--- src/hdl/rcm_pkg.sv ---
`timescale 1ns / 1ps
`default_nettype none

package rcm_pkg;

    // Table geometry
    localparam int TABLE_DEPTH = 32;
    localparam int USED_W      = $clog2(TABLE_DEPTH + 1);

    // Field widths
    localparam int ID_W    = 29;
    localparam int CNT_W   = 8;
    localparam int BITS_W  = 4;
    localparam int SCORE_W = 8;

    localparam logic [SCORE_W-1:0] FAIL_LIMIT_RESET = 8'd5;
    localparam logic [SCORE_W-1:0] SCORE_MAX        = 8'd255;
    localparam logic [BITS_W-1:0]  CNT_BITS_MAX     = 4'd8;

    typedef enum logic [1:0] {
        ST_IDLE,
        ST_LOOKUP,
        ST_UPDATE
    } t_state;

    // One tracked identifier
    typedef struct packed {
        logic [ID_W-1:0]    id;
        logic [CNT_W-1:0]   count;
        logic [SCORE_W-1:0] score;
    } t_entry;

    // Frame under test, broadcast to every cell
    typedef struct packed {
        logic [ID_W-1:0]    id;
        logic [CNT_W-1:0]   cnt;
        logic [BITS_W-1:0]  bits;
        logic [SCORE_W-1:0] limit;
    } t_query;

    // Verdict a cell proposes for its own entry
    typedef struct packed {
        logic               ok;
        logic               seqerr;
        logic [SCORE_W-1:0] score;
    } t_prop;

    // Per-cycle commands from the sequencer to the cells
    typedef struct packed {
        logic lookup;
        logic update;
        logic shift;
    } t_cell_ctl;

endpackage

`default_nettype wire

--- src/hdl/rcm_frame_if.sv ---
`timescale 1ns / 1ps
`default_nettype none

interface rcm_frame_if;
    logic                        valid;
    logic                        ready;
    logic [rcm_pkg::ID_W-1:0]    frame_id;
    logic [rcm_pkg::CNT_W-1:0]   counter_value;
    logic [rcm_pkg::BITS_W-1:0]  counter_bits;

    modport source (output valid, frame_id, counter_value, counter_bits, input ready);
    modport sink   (input valid, frame_id, counter_value, counter_bits, output ready);
endinterface

`default_nettype wire

--- src/hdl/rcm_result_if.sv ---
`timescale 1ns / 1ps
`default_nettype none

interface rcm_result_if;
    logic                        valid;
    logic                        ready;
    logic                        frame_ok;
    logic                        first_seen;
    logic                        sequence_error;
    logic                        table_full;
    logic [rcm_pkg::SCORE_W-1:0] fail_score;

    modport source (output valid, frame_ok, first_seen, sequence_error, table_full,
                    fail_score, input ready);
    modport sink   (input valid, frame_ok, first_seen, sequence_error, table_full,
                    fail_score, output ready);
endinterface

`default_nettype wire

--- src/hdl/rcm_cell.sv ---
`timescale 1ns / 1ps
`default_nettype none

// One table slot: holds an entry, checks the broadcast frame against it and
// takes its upstream neighbor's entry when a new identifier is pushed in.
module rcm_cell (
    input  wire logic               i_clk,
    input  wire logic               i_rst_n,
    input  wire rcm_pkg::t_cell_ctl i_ctl,
    input  wire logic               i_occupied,
    input  wire rcm_pkg::t_query    i_query,
    input  wire rcm_pkg::t_entry    i_prev,
    output rcm_pkg::t_entry         o_entry,
    output logic                    o_hit,
    output rcm_pkg::t_prop          o_prop
);

    rcm_pkg::t_entry r_entry;
    logic            r_hit;
    rcm_pkg::t_prop  r_prop;

    logic [rcm_pkg::BITS_W-1:0]  w_bits;
    logic [rcm_pkg::CNT_W:0]     w_mask_wide;
    logic [rcm_pkg::CNT_W-1:0]   w_expect;
    logic                        w_match;
    logic [rcm_pkg::SCORE_W-1:0] w_score;
    rcm_pkg::t_prop              n_prop;

    // Expected counter and score update for this slot
    always_comb begin
        w_bits      = (i_query.bits > rcm_pkg::CNT_BITS_MAX) ? rcm_pkg::CNT_BITS_MAX
                                                             : i_query.bits;
        w_mask_wide = (9'd1 << w_bits) - 9'd1;
        w_expect    = (r_entry.count + 8'd1) & w_mask_wide[rcm_pkg::CNT_W-1:0];
        w_match     = (w_expect == i_query.cnt);
        if (!w_match) begin
            w_score = (r_entry.score != rcm_pkg::SCORE_MAX) ? r_entry.score + 8'd1
                                                            : r_entry.score;
        end else begin
            w_score = (r_entry.score != '0) ? r_entry.score - 8'd1 : r_entry.score;
        end
        n_prop.seqerr = !w_match;
        n_prop.score  = w_score;
        n_prop.ok     = w_match || (w_score < i_query.limit);
    end

    // Hit flag
    always_ff @(posedge i_clk) begin
        if (!i_rst_n) begin
            r_hit <= 1'b0;
        end else if (i_ctl.lookup) begin
            r_hit <= i_occupied && (r_entry.id == i_query.id);
        end
    end

    // Proposal, held for the update cycle
    always_ff @(posedge i_clk) begin
        if (i_ctl.lookup) begin
            r_prop <= n_prop;
        end
    end

    // Entry: shift in from the neighbor, or write back on a hit
    always_ff @(posedge i_clk) begin
        if (i_ctl.shift) begin
            r_entry <= i_prev;
        end else if (i_ctl.update && r_hit) begin
            r_entry.count <= i_query.cnt;
            r_entry.score <= r_prop.score;
        end
    end

    assign o_entry = r_entry;
    assign o_hit   = r_hit;
    assign o_prop  = r_prop;

endmodule

`default_nettype wire

--- src/hdl/rolling_counter_monitor.sv ---
`timescale 1ns / 1ps
`default_nettype none

// Alive-counter monitor for CAN frames. Each frame beat is checked against a
// table of up to rcm_pkg::TABLE_DEPTH identifiers held in a row of cells, one
// identifier per cell; a new identifier, if the table has room, is pushed in
// at the head of the row and every occupied cell hands its entry to the next.
// After a frame is accepted, a lookup state lets all cells compare and score
// in parallel, and an update state merges the matching cell's verdict, writes
// back or inserts, and registers the result. The input is ready again once
// the result is registered, so no new frame is taken during lookup or update;
// a result waiting on the output does not block the next frame's acceptance,
// only its update step. No table clearing is needed after reset.
module rolling_counter_monitor (
    input  wire logic                        i_clk,
    input  wire logic                        i_rst_n,
    input  wire logic                        i_cfg_we,
    input  wire logic [rcm_pkg::SCORE_W-1:0] i_cfg_data,
    rcm_frame_if.sink                        i_frame,
    rcm_result_if.source                     o_result
);

    localparam int DEPTH = rcm_pkg::TABLE_DEPTH;

    rcm_pkg::t_state r_state;
    rcm_pkg::t_state n_state;

    logic [rcm_pkg::SCORE_W-1:0]  r_fail_limit;
    logic [rcm_pkg::USED_W-1:0]   r_used;
    logic [rcm_pkg::ID_W-1:0]     r_id;
    logic [rcm_pkg::CNT_W-1:0]    r_cnt;
    logic [rcm_pkg::BITS_W-1:0]   r_bits;

    logic                         r_out_valid;
    logic                         r_ok;
    logic                         r_first;
    logic                         r_seqerr;
    logic                         r_full;
    logic [rcm_pkg::SCORE_W-1:0]  r_score;

    rcm_pkg::t_query    w_query;
    rcm_pkg::t_cell_ctl w_ctl;
    rcm_pkg::t_entry    w_new_entry;
    rcm_pkg::t_entry    w_entry [DEPTH];
    rcm_pkg::t_entry    w_prev  [DEPTH];
    rcm_pkg::t_prop     w_prop  [DEPTH];
    logic [DEPTH-1:0]   w_hit;
    logic [DEPTH-1:0]   w_occupied;
    rcm_pkg::t_prop     w_sel;

    logic w_accept;
    logic w_fire;
    logic w_any_hit;
    logic w_table_full;
    logic w_out_take;

    assign w_accept     = i_frame.valid && i_frame.ready;
    assign w_out_take   = r_out_valid && o_result.ready;
    assign w_any_hit    = |w_hit;
    assign w_table_full = (r_used == rcm_pkg::USED_W'(DEPTH));
    assign w_fire       = (r_state == rcm_pkg::ST_UPDATE) && (!r_out_valid || o_result.ready);

    assign i_frame.ready = (r_state == rcm_pkg::ST_IDLE);

    // Fail limit register
    always_ff @(posedge i_clk) begin
        if (!i_rst_n) begin
            r_fail_limit <= rcm_pkg::FAIL_LIMIT_RESET;
        end else if (i_cfg_we) begin
            r_fail_limit <= i_cfg_data;
        end
    end

    // Frame capture
    always_ff @(posedge i_clk) begin
        if (w_accept) begin
            r_id   <= i_frame.frame_id;
            r_cnt  <= i_frame.counter_value;
            r_bits <= i_frame.counter_bits;
        end
    end

    // Sequencer
    always_ff @(posedge i_clk) begin
        if (!i_rst_n) begin
            r_state <= rcm_pkg::ST_IDLE;
        end else begin
            r_state <= n_state;
        end
    end

    always_comb begin
        n_state      = r_state;
        w_ctl.lookup = 1'b0;
        w_ctl.update = 1'b0;
        w_ctl.shift  = 1'b0;
        case (r_state)
            rcm_pkg::ST_IDLE: begin
                if (w_accept) begin
                    n_state = rcm_pkg::ST_LOOKUP;
                end
            end
            rcm_pkg::ST_LOOKUP: begin
                w_ctl.lookup = 1'b1;
                n_state      = rcm_pkg::ST_UPDATE;
            end
            rcm_pkg::ST_UPDATE: begin
                if (w_fire) begin
                    w_ctl.update = w_any_hit;
                    w_ctl.shift  = !w_any_hit && !w_table_full;
                    n_state      = rcm_pkg::ST_IDLE;
                end
            end
            default: begin
                n_state = rcm_pkg::ST_IDLE;
            end
        endcase
    end

    // Fill count
    always_ff @(posedge i_clk) begin
        if (!i_rst_n) begin
            r_used <= '0;
        end else if (w_ctl.shift) begin
            r_used <= r_used + 1'b1;
        end
    end

    assign w_query.id    = r_id;
    assign w_query.cnt   = r_cnt;
    assign w_query.bits  = r_bits;
    assign w_query.limit = r_fail_limit;

    assign w_new_entry.id    = r_id;
    assign w_new_entry.count = r_cnt;
    assign w_new_entry.score = '0;

    // Row of cells; the head takes the new entry
    for (genvar k = 0; k < DEPTH; k++) begin : g_cell
        if (k == 0) begin : g_head
            assign w_prev[k] = w_new_entry;
        end else begin : g_link
            assign w_prev[k] = w_entry[k-1];
        end
        assign w_occupied[k] = (r_used > rcm_pkg::USED_W'(k));

        rcm_cell u_cell (
            .i_clk      (i_clk),
            .i_rst_n    (i_rst_n),
            .i_ctl      (w_ctl),
            .i_occupied (w_occupied[k]),
            .i_query    (w_query),
            .i_prev     (w_prev[k]),
            .o_entry    (w_entry[k]),
            .o_hit      (w_hit[k]),
            .o_prop     (w_prop[k])
        );
    end

    // Identifiers are unique, so at most one cell hits: plain AND-OR merge
    always_comb begin
        w_sel = '0;
        for (int k = 0; k < DEPTH; k++) begin
            if (w_hit[k]) begin
                w_sel = rcm_pkg::t_prop'(w_sel | w_prop[k]);
            end
        end
    end

    // Result register
    always_ff @(posedge i_clk) begin
        if (!i_rst_n) begin
            r_out_valid <= 1'b0;
        end else if (w_fire) begin
            r_out_valid <= 1'b1;
        end else if (w_out_take) begin
            r_out_valid <= 1'b0;
        end
    end

    always_ff @(posedge i_clk) begin
        if (w_fire) begin
            r_ok     <= w_any_hit ? w_sel.ok : 1'b1;
            r_first  <= !w_any_hit && !w_table_full;
            r_seqerr <= w_any_hit && w_sel.seqerr;
            r_full   <= !w_any_hit && w_table_full;
            r_score  <= w_any_hit ? w_sel.score : '0;
        end
    end

    assign o_result.valid          = r_out_valid;
    assign o_result.frame_ok       = r_ok;
    assign o_result.first_seen     = r_first;
    assign o_result.sequence_error = r_seqerr;
    assign o_result.table_full     = r_full;
    assign o_result.fail_score     = r_score;

    // Fill count never passes the table depth
    assert property (@(posedge i_clk) disable iff (!i_rst_n)
        r_used <= rcm_pkg::USED_W'(DEPTH))
        else $error("fill count beyond table depth");

    // Unique identifiers: never more than one hitting cell
    assert property (@(posedge i_clk) disable iff (!i_rst_n)
        (r_state == rcm_pkg::ST_UPDATE) |-> $onehot0(w_hit))
        else $error("more than one cell hit");

    // The update step always registers a result
    assert property (@(posedge i_clk) disable iff (!i_rst_n)
        w_fire |=> r_out_valid)
        else $error("result not registered after update");

    // An insertion grows the table by exactly one
    assert property (@(posedge i_clk) disable iff (!i_rst_n)
        w_ctl.shift |=> (r_used == $past(r_used) + 1'b1))
        else $error("fill count did not advance on insert");

    // No update without a preceding lookup
    assert property (@(posedge i_clk) disable iff (!i_rst_n)
        $rose(r_state == rcm_pkg::ST_UPDATE) |-> $past(r_state) == rcm_pkg::ST_LOOKUP)
        else $error("update entered without lookup");

endmodule

`default_nettype wire
--- src/flat_wrapper.sv ---
// flat-port wrapper written by rule: the top's interface ports become plain ports
module rolling_counter_monitor_flat 
  (i_clk, i_rst_n, i_cfg_we, i_cfg_data, i_frame_valid, i_frame_frame_id, i_frame_counter_value, i_frame_counter_bits, i_frame_ready, o_result_valid, o_result_frame_ok, o_result_first_seen, o_result_sequence_error, o_result_table_full, o_result_fail_score, o_result_ready);
  rcm_frame_if i_frame_i ();
  rcm_result_if o_result_i ();
  input  wire logic i_clk;
  input  wire logic i_rst_n;
  input  wire logic i_cfg_we;
  input  wire logic [rcm_pkg::SCORE_W-1:0] i_cfg_data;
  input wire logic [$bits(i_frame_i.valid)-1:0] i_frame_valid;
  input wire logic [$bits(i_frame_i.frame_id)-1:0] i_frame_frame_id;
  input wire logic [$bits(i_frame_i.counter_value)-1:0] i_frame_counter_value;
  input wire logic [$bits(i_frame_i.counter_bits)-1:0] i_frame_counter_bits;
  output wire logic [$bits(i_frame_i.ready)-1:0] i_frame_ready;
  output wire logic [$bits(o_result_i.valid)-1:0] o_result_valid;
  output wire logic [$bits(o_result_i.frame_ok)-1:0] o_result_frame_ok;
  output wire logic [$bits(o_result_i.first_seen)-1:0] o_result_first_seen;
  output wire logic [$bits(o_result_i.sequence_error)-1:0] o_result_sequence_error;
  output wire logic [$bits(o_result_i.table_full)-1:0] o_result_table_full;
  output wire logic [$bits(o_result_i.fail_score)-1:0] o_result_fail_score;
  input wire logic [$bits(o_result_i.ready)-1:0] o_result_ready;
  assign i_frame_i.valid = i_frame_valid;
  assign i_frame_i.frame_id = i_frame_frame_id;
  assign i_frame_i.counter_value = i_frame_counter_value;
  assign i_frame_i.counter_bits = i_frame_counter_bits;
  assign i_frame_ready = i_frame_i.ready;
  assign o_result_valid = o_result_i.valid;
  assign o_result_frame_ok = o_result_i.frame_ok;
  assign o_result_first_seen = o_result_i.first_seen;
  assign o_result_sequence_error = o_result_i.sequence_error;
  assign o_result_table_full = o_result_i.table_full;
  assign o_result_fail_score = o_result_i.fail_score;
  assign o_result_i.ready = o_result_ready;
  rolling_counter_monitor u_core (.i_clk(i_clk), .i_rst_n(i_rst_n), .i_cfg_we(i_cfg_we), .i_cfg_data(i_cfg_data), .i_frame(i_frame_i), .o_result(o_result_i));
endmodule
--- config.mk ---
export PLATFORM = sky130hd
export DESIGN_NAME = rolling_counter_monitor_flat
export DESIGN_NICKNAME = d
export VERILOG_FILES = /design/src/hdl/rcm_pkg.sv /design/src/hdl/rcm_frame_if.sv /design/src/hdl/rcm_result_if.sv /design/src/hdl/rcm_cell.sv /design/src/hdl/rolling_counter_monitor.sv /design/src/flat_wrapper.sv
export SDC_FILE = /design/constraint.sdc
export NUM_CORES = 2
export LEC_CHECK = 0
export BUFFER_PORTS_ARGS = -buffer_cell sky130_fd_sc_hd__buf_4
export CAP_MARGIN = 25
export CORE_MARGIN = 5
export CORE_UTILIZATION = 58
export DETAILED_ROUTE_END_ITERATION = 8
export PLACE_DENSITY = 0.77
export SETUP_SLACK_MARGIN = 0.02
export SLEW_MARGIN = 30
export SYNTH_ARGS = -nofsm -noshare
export SYNTH_HDL_FRONTEND = slang
export SYNTH_SLANG_ARGS = --single-unit
--- constraint.sdc ---
create_clock -name i_clk -period 36.3 [get_ports i_clk]
set_input_delay 7.26 -clock i_clk [delete_from_list [all_inputs] [get_ports i_clk]]
set_output_delay 7.26 -clock i_clk [all_outputs]
set_load 0.05 [all_outputs]
# After elaboration in Yosys (flattened, before gate mapping)
# Cells that the tools add are included.
word_totals:
  output_inout_bits: 14
  reg_bits: 1862
  in_bits: 54
classes:
  bitwise_logic: 63
  n_mux: 201
  n_eq_ne: 101
  order_cmp: 65
  add_sub_neg: 98
  shifts: 1
  n_reduce_logical: 206
ops:
  columns: ["op", "count"]
  rows:
  - ["$mux W16", 64]
  - ["$eq A29 B29 Y1", 32]
  - ["$mux W8", 96]
  - ["$add A8 B1 Y8 const B", 64]
  - ["$mux W10", 32]
  - ["$or A10 B10 Y10", 31]
  - ["$sub A8 B1 Y8 const B", 33]
  - ["$and A8 B8 Y8", 32]
  - ["$eq A8 B8 Y1", 32]
  - ["$lt A8 B8 Y1", 32]
  - ["$ne A8 B8 Y1 const B", 32]
  - ["$reduce_bool A8 Y1", 32]
  - ["$gt A6 B5 Y1 const B", 16]
  - ["$logic_and A1 B1 Y1", 70]
  - ["$reduce_bool A2 Y1", 33]
  - ["$gt A6 B4 Y1 const B", 8]
  - ["$logic_not A1 Y1", 35]
  - ["$logic_or A1 B1 Y1", 33]
  - ["$reduce_or A32 Y1", 1]
  - ["$gt A6 B3 Y1 const B", 4]
  - ["$gt A6 B1 Y1 const B", 2]
  - ["$gt A6 B2 Y1 const B", 2]
  - ["$mux W2", 4]
  - ["$shl A1 B4 Y8 const A", 1]
  - ["other kinds (12)", 14]

# Depth between registers and ports, before layout
depth:
  word_depth: 64
  ltp_mapped: 28
  mapped_depth_nobuf: 19

# By module
# From an unflattened synthesis, not the netlist that was laid out.
hier_totals:
  hier_cells: 9129
  area_unflattened_um2: 110648.6
by_module_without_submodules:
  columns: ["module", "instances", "seq_area_each_um2", "area_per_inst_um2", "cells_per_inst"]
  rows:
  - ["rcm_cell at u_core.g_cell[0].u_cell ...", 31, 1671.6, 3320.7, 271]
  - ["rolling_counter_monitor", 1, 1931.9, 4421.7, 457]
  - ["rcm_cell at u_core.g_cell[9].u_cell", 1, 1671.6, 3285.7, 271]

# Worst setup path before layout
# Ideal clock, no wire load.
synth_path:
  path_type: "in2reg"
  startpoint: "in o_result_ready"
  endpoint: "reg u_core.g_cell[0].u_cell.r_entry (netlist bit u_core.g_cell[0].u_cell.o_entry[16]) (enable)"
  stages: 7
  path_slack_ns: 0.738
  path_buffers: 3
  arrival_ns: 33.907
  setup_ns: 1.656
  path_cell_list: "nand2b_1 nor2b_1 nand3_1 clkbuf_1 inv_2 clkbuf_1 clkbuf_1"
synth_lines:
  columns: ["item", "line_no", "text"]
  rows:
  - ["start: declaration", "flat_wrapper.sv:21", "input wire logic [$bits(o_result_i.ready)-1:0] o_result_ready;"]
  - ["end signal: assignment", "rcm_cell.sv:66", "r_entry <= i_prev;"]
  - ["end: declaration", "rcm_cell.sv:18", "rcm_pkg::t_entry r_entry;"]

# Worst setup path in the final report
layout_path:
  startpoint: "in o_result_ready"
  endpoint: "reg u_core.g_cell[17].u_cell.r_entry (netlist bit u_core.g_cell[17].u_cell.o_entry[27]) (enable)"
layout_via:
  elab_chain_len: 4
layout_lines:
  columns: ["item", "line_no", "text"]
  rows:
  - ["$logic_or A1 B1 Y1", "rolling_counter_monitor.sv:61", "assign w_fire = (r_state == rcm_pkg::ST_UPDATE) && (!r_out_valid || o_result.ready);"]
  - ["$logic_and A1 B1 Y1", "rolling_counter_monitor.sv:61", null]
  - ["net u_core.w_fire", "rolling_counter_monitor.sv:52", "logic w_fire;"]
  - ["$mux W2", "rolling_counter_monitor.sv:108", "if (w_fire) begin"]
  - ["$mux W2", "rolling_counter_monitor.sv:97", "case (r_state)"]
  - ["end signal: assignment", "rcm_cell.sv:66", null]
  - ["end: declaration", "rcm_cell.sv:18", null]
# The timed path passes the listed nets, and every way through them passes these cells.
# A chain may end at the register's enable or synchronous reset.

==> summary.md <==
| Metric | Value |
|---|---|
| Status | completed |
| DP HPWL | 223100 µm |
| Sink Count | 1862 |
| Cell area power density | 45.28 mW/mm² |
| TritonCTS Buffers | 191 |
| Clock buffer depth | 3 |
| Crit path max fanout | 184 |
| FMAX | 0.09119 GHz |
| Die Ht | 426 µm |
| Worst rel slew slack | 24.50% |
| CTS tree | yes |
| YS warnings | 0 |
| Clock root buffer | clkbuf_16 |
| Final hold slack | 0.4376 ns |
| Die area | 0.1815 mm² |
| GR Util met1 | 46.87% |
| Hold_buf cts | 0 |
| Worst setup path class | primary input to flop |
| Initial cell density of the core | 58.38% |
| Clock Power Share | 40.6% |
| Synth Flop Type | edfxtp_1 |
| Setup Viol. Count Final | 0 |
| Via count | 75880 |
| Vias per inst | 6.786 |
| R2R Setup Slk | 28.93 ns |
| Pin count of the biggest net entering global routing | 251 |
| Post-synth EDFFs | 1805 |
| Final GP Congestion | 1.022 |
| RSZ-0062 raised after global routing | no |
| Synth-to-Final Area Change | 9.246% |
| Crit path time final | 10.97 ns |
| Mean Syn Cell Area | 11.41 µm² |
| FILL cells | 12980 |
| Vias in the first global route | 72310 |
| WL per Instance | 29.36 µm |
| Maximum capacitance violations | 0 |
| Yosys cell types | 96 |
| Power, Total | 4.965 mW |
| Pre-antenna DRT Iters | 7 |
| Die X | 426 µm |
| Setup crit start kind | primary input |
| #FFs+latches synth | 1862 |
| Global-route wire length before repair | 474900 µm |
| Quantity of gates resized following cts | 0 |
| Sw power | 1.257 mW |
| Core area | 0.1719 mm² |
| Post-place setup slack | 24.34 ns |
| Post-Syn Instances | 8799 |
| Total track usage | 35.29% |
| Netlist Area Pre-Place | 0.1004 mm² |
| Starting DRT DRC Count | 11130 |
| Remaining DRCs | 0 |
| Gate power share | 8.9% |
| Worst Path Arrival | 11.45 ns |
| Fin Clk Skew | 0.06634 ns |
| Initial antenna violation count | 8 |
| CP required | 36.78 ns |
| Maximum VDD drop | 0.05557 mV |
| Max Slew Vio Count | 0 |
| Crit. End Element | flop |
| Commonest cells in the netlist | edfxtp_1, nand2_1, xnor2_1, xor2_1, nor2_1 |
| Gr busiest metal | met2 |
| Post-Syn Nets | 9210 |
| Final WL | 328400 µm |
| Internal Power | 3.707 mW |
| Clock transition at path regs | 0.07 ns |
| Final core occ | 63.78% |
| Final setup margin | 25.33 ns |
| Type of the worst min-delay path | flop to flop |
| Share of layout cells above drive strength 1 | 6.925% |
| GRT met3 Usage | 8.714% |
| FP Rows | 152 |
| Port Buf Inserts | 67 |
| Synth top area cells | edfxtp_1, xnor2_1, xor2_1 |
| Seq/Total Area, Yosys | 55.14% |
| Final net count | 9113 |
| Multi-input logic area | 0.04245 mm² |
| Worst-Margin Slew | 1.131 ns |
| Top cell type's share of synthesized area | 54.00% |
| Clk_lat worst skew | 0.90 ns |
| Count leader, synth | edfxtp_1 |
| FF+latch area | 0.05534 mm² |
| Synth async-reset ratio | 0% |
| Post-DRT Antenna Nets | 0 |
| Sequential fraction of design power | 50.5% |
| Setup TNS | 0 ns |
| Final Cycle Share | 30.21% |
| GRT overflow | 0 |
| Switching Share | 25.32% |
| Io pins | 68 |
| Post-CTS Setup Inserts | 0 |
| Post-synth top area cell | edfxtp_1 |
| Htree depth | 4 |
| P_leak | 39.12 nW |
| GR met2 Demand/Resource | 53.29% |
| Final Hold Vio Count | 0 |
-- kinds of logic (layout without fill, tap and decap cells) --
logic type / count (synthesis) / after routing / share of synthesized area, %
AOI/OAI and AO/OA: 1563 / 1563 / 10.59
adders and majority gates: 357 / 357 / 4.450
other: 0 / 6 / 0
buffers and inverters: 693 / 760 / 2.736
and+or+nand+nor: 2921 / 2921 / 14.59
xor gates and xnor gates: 1328 / 1328 / 11.60
muxes: 75 / 75 / 0.8988
DFF: 1862 / 1862 / 55.14
-- power groups by stage --
stage                     combinational (mW)  sequential, mW  clock (mW)
final                                  0.443            2.50        2.02
after global routing                   0.474            2.51        2.12
after CTS                              0.433            2.50        2.02
after detailed placement               0.429            2.54           0
after global placement                 0.411            2.54           0
after floorplan                        0.301            2.55           0
-- metal layers --
layer | vias to the layer above | share of wire [%] | wire (µm)
li1 | 32390 | - | -
met2 | 5179 | 44 | 142900
met4 | 4 | 6.8 | 22400
met1 | 37180 | 37 | 121900
met3 | 1125 | 13 | 41090
met5 | - | 0.012 | 39
-- stage by stage --
step                cells  cell area (µm²)
global placement    10810           103000
CTS                 11170           109500
global route        11180           109600
finish              11180           109700
floorplan            8799           100400
detailed placement  10820           103100
-- state kept, by name (all words and copies together) (netlist names) --
signal / flops
u_core.g_cell.u_cell.o_entry: 1440
u_core.g_cell.u_cell.o_prop: 320
u_core.g_cell.u_cell.o_hit: 32
u_core.r_id: 29
u_core.o_result.fail_score: 8
u_core.r_cnt: 8
u_core.r_fail_limit: 8
u_core.r_used: 6
u_core.r_bits: 4
u_core.r_state: 2
u_core.o_result.first_seen: 1
u_core.o_result.frame_ok: 1
u_core.o_result.sequence_error: 1
u_core.o_result.table_full: 1
u_core.o_result.valid: 1
-- critical path, stage by stage --
cell and delay [ns]:
buf_4 0.07, nand2b_1 0.12, nor2b_2 0.15, buf_4 0.30
nand3_4 0.38, inv_8 0.66, buf_6 0.62, buf_12 0.73
buf_6 0.67
-- layout by cell type, fill, tap and decap left out, types with 31 or more instances in the layout --
cell type	Yosys	layout
a211oi_1	52	52
a21boi_0	32	32
a21o_1	317	317
a21oi_1	254	252
a221oi_1	52	52
a22oi_1	133	133
a31oi_1	31	31
and2_1	50	44
and3_1	91	91
and4_1	35	35
buf_4	8	201
clkbuf_1	346	38
clkbuf_16	0	191
clkinv_1	0	40
clkinv_2	0	32
dfxtp_1	57	56
edfxtp_1	1805	1805
ha_1	357	357
inv_1	182	173
mux2i_1	53	53
nand2_1	995	983
nand2b_1	55	54
nand3_1	285	284
nand4_1	293	293
nor2_1	399	397
nor2b_1	81	79
nor3_1	187	186
nor4_1	185	181
o211ai_1	42	42
o21a_1	48	48
o21ai_0	313	312
o31ai_1	36	36
or3_1	111	111
xnor2_1	735	735
xor2_1	592	592
-- worst paths after layout --
kind	startpoint	endpoint	cells after the start
max	o_result_ready	u_core.g_cell[17].u_cell.o_entry[27]	9
max reg2reg	u_core.r_bits[3]	u_core.g_cell[2].u_cell.o_prop[9]	21
min	u_core.g_cell[24].u_cell.o_entry[27]	u_core.g_cell[25].u_cell.o_entry[27]	0
min reg2reg	u_core.g_cell[24].u_cell.o_entry[27]	u_core.g_cell[25].u_cell.o_entry[27]	0
-- area by class of cell --
class	instances	area share, %
Sequential cell	1862	50.47
Multi-Input combinational cell	6244	38.71
Clock buffer	233	4.539
Tap cell	2310	2.636
Timing Repair Buffer	218	1.681
Clock inverter	124	1.301
Inverter	185	0.6470
Antenna cell	6	0.01369
Power figures use the tool's default switching activity.
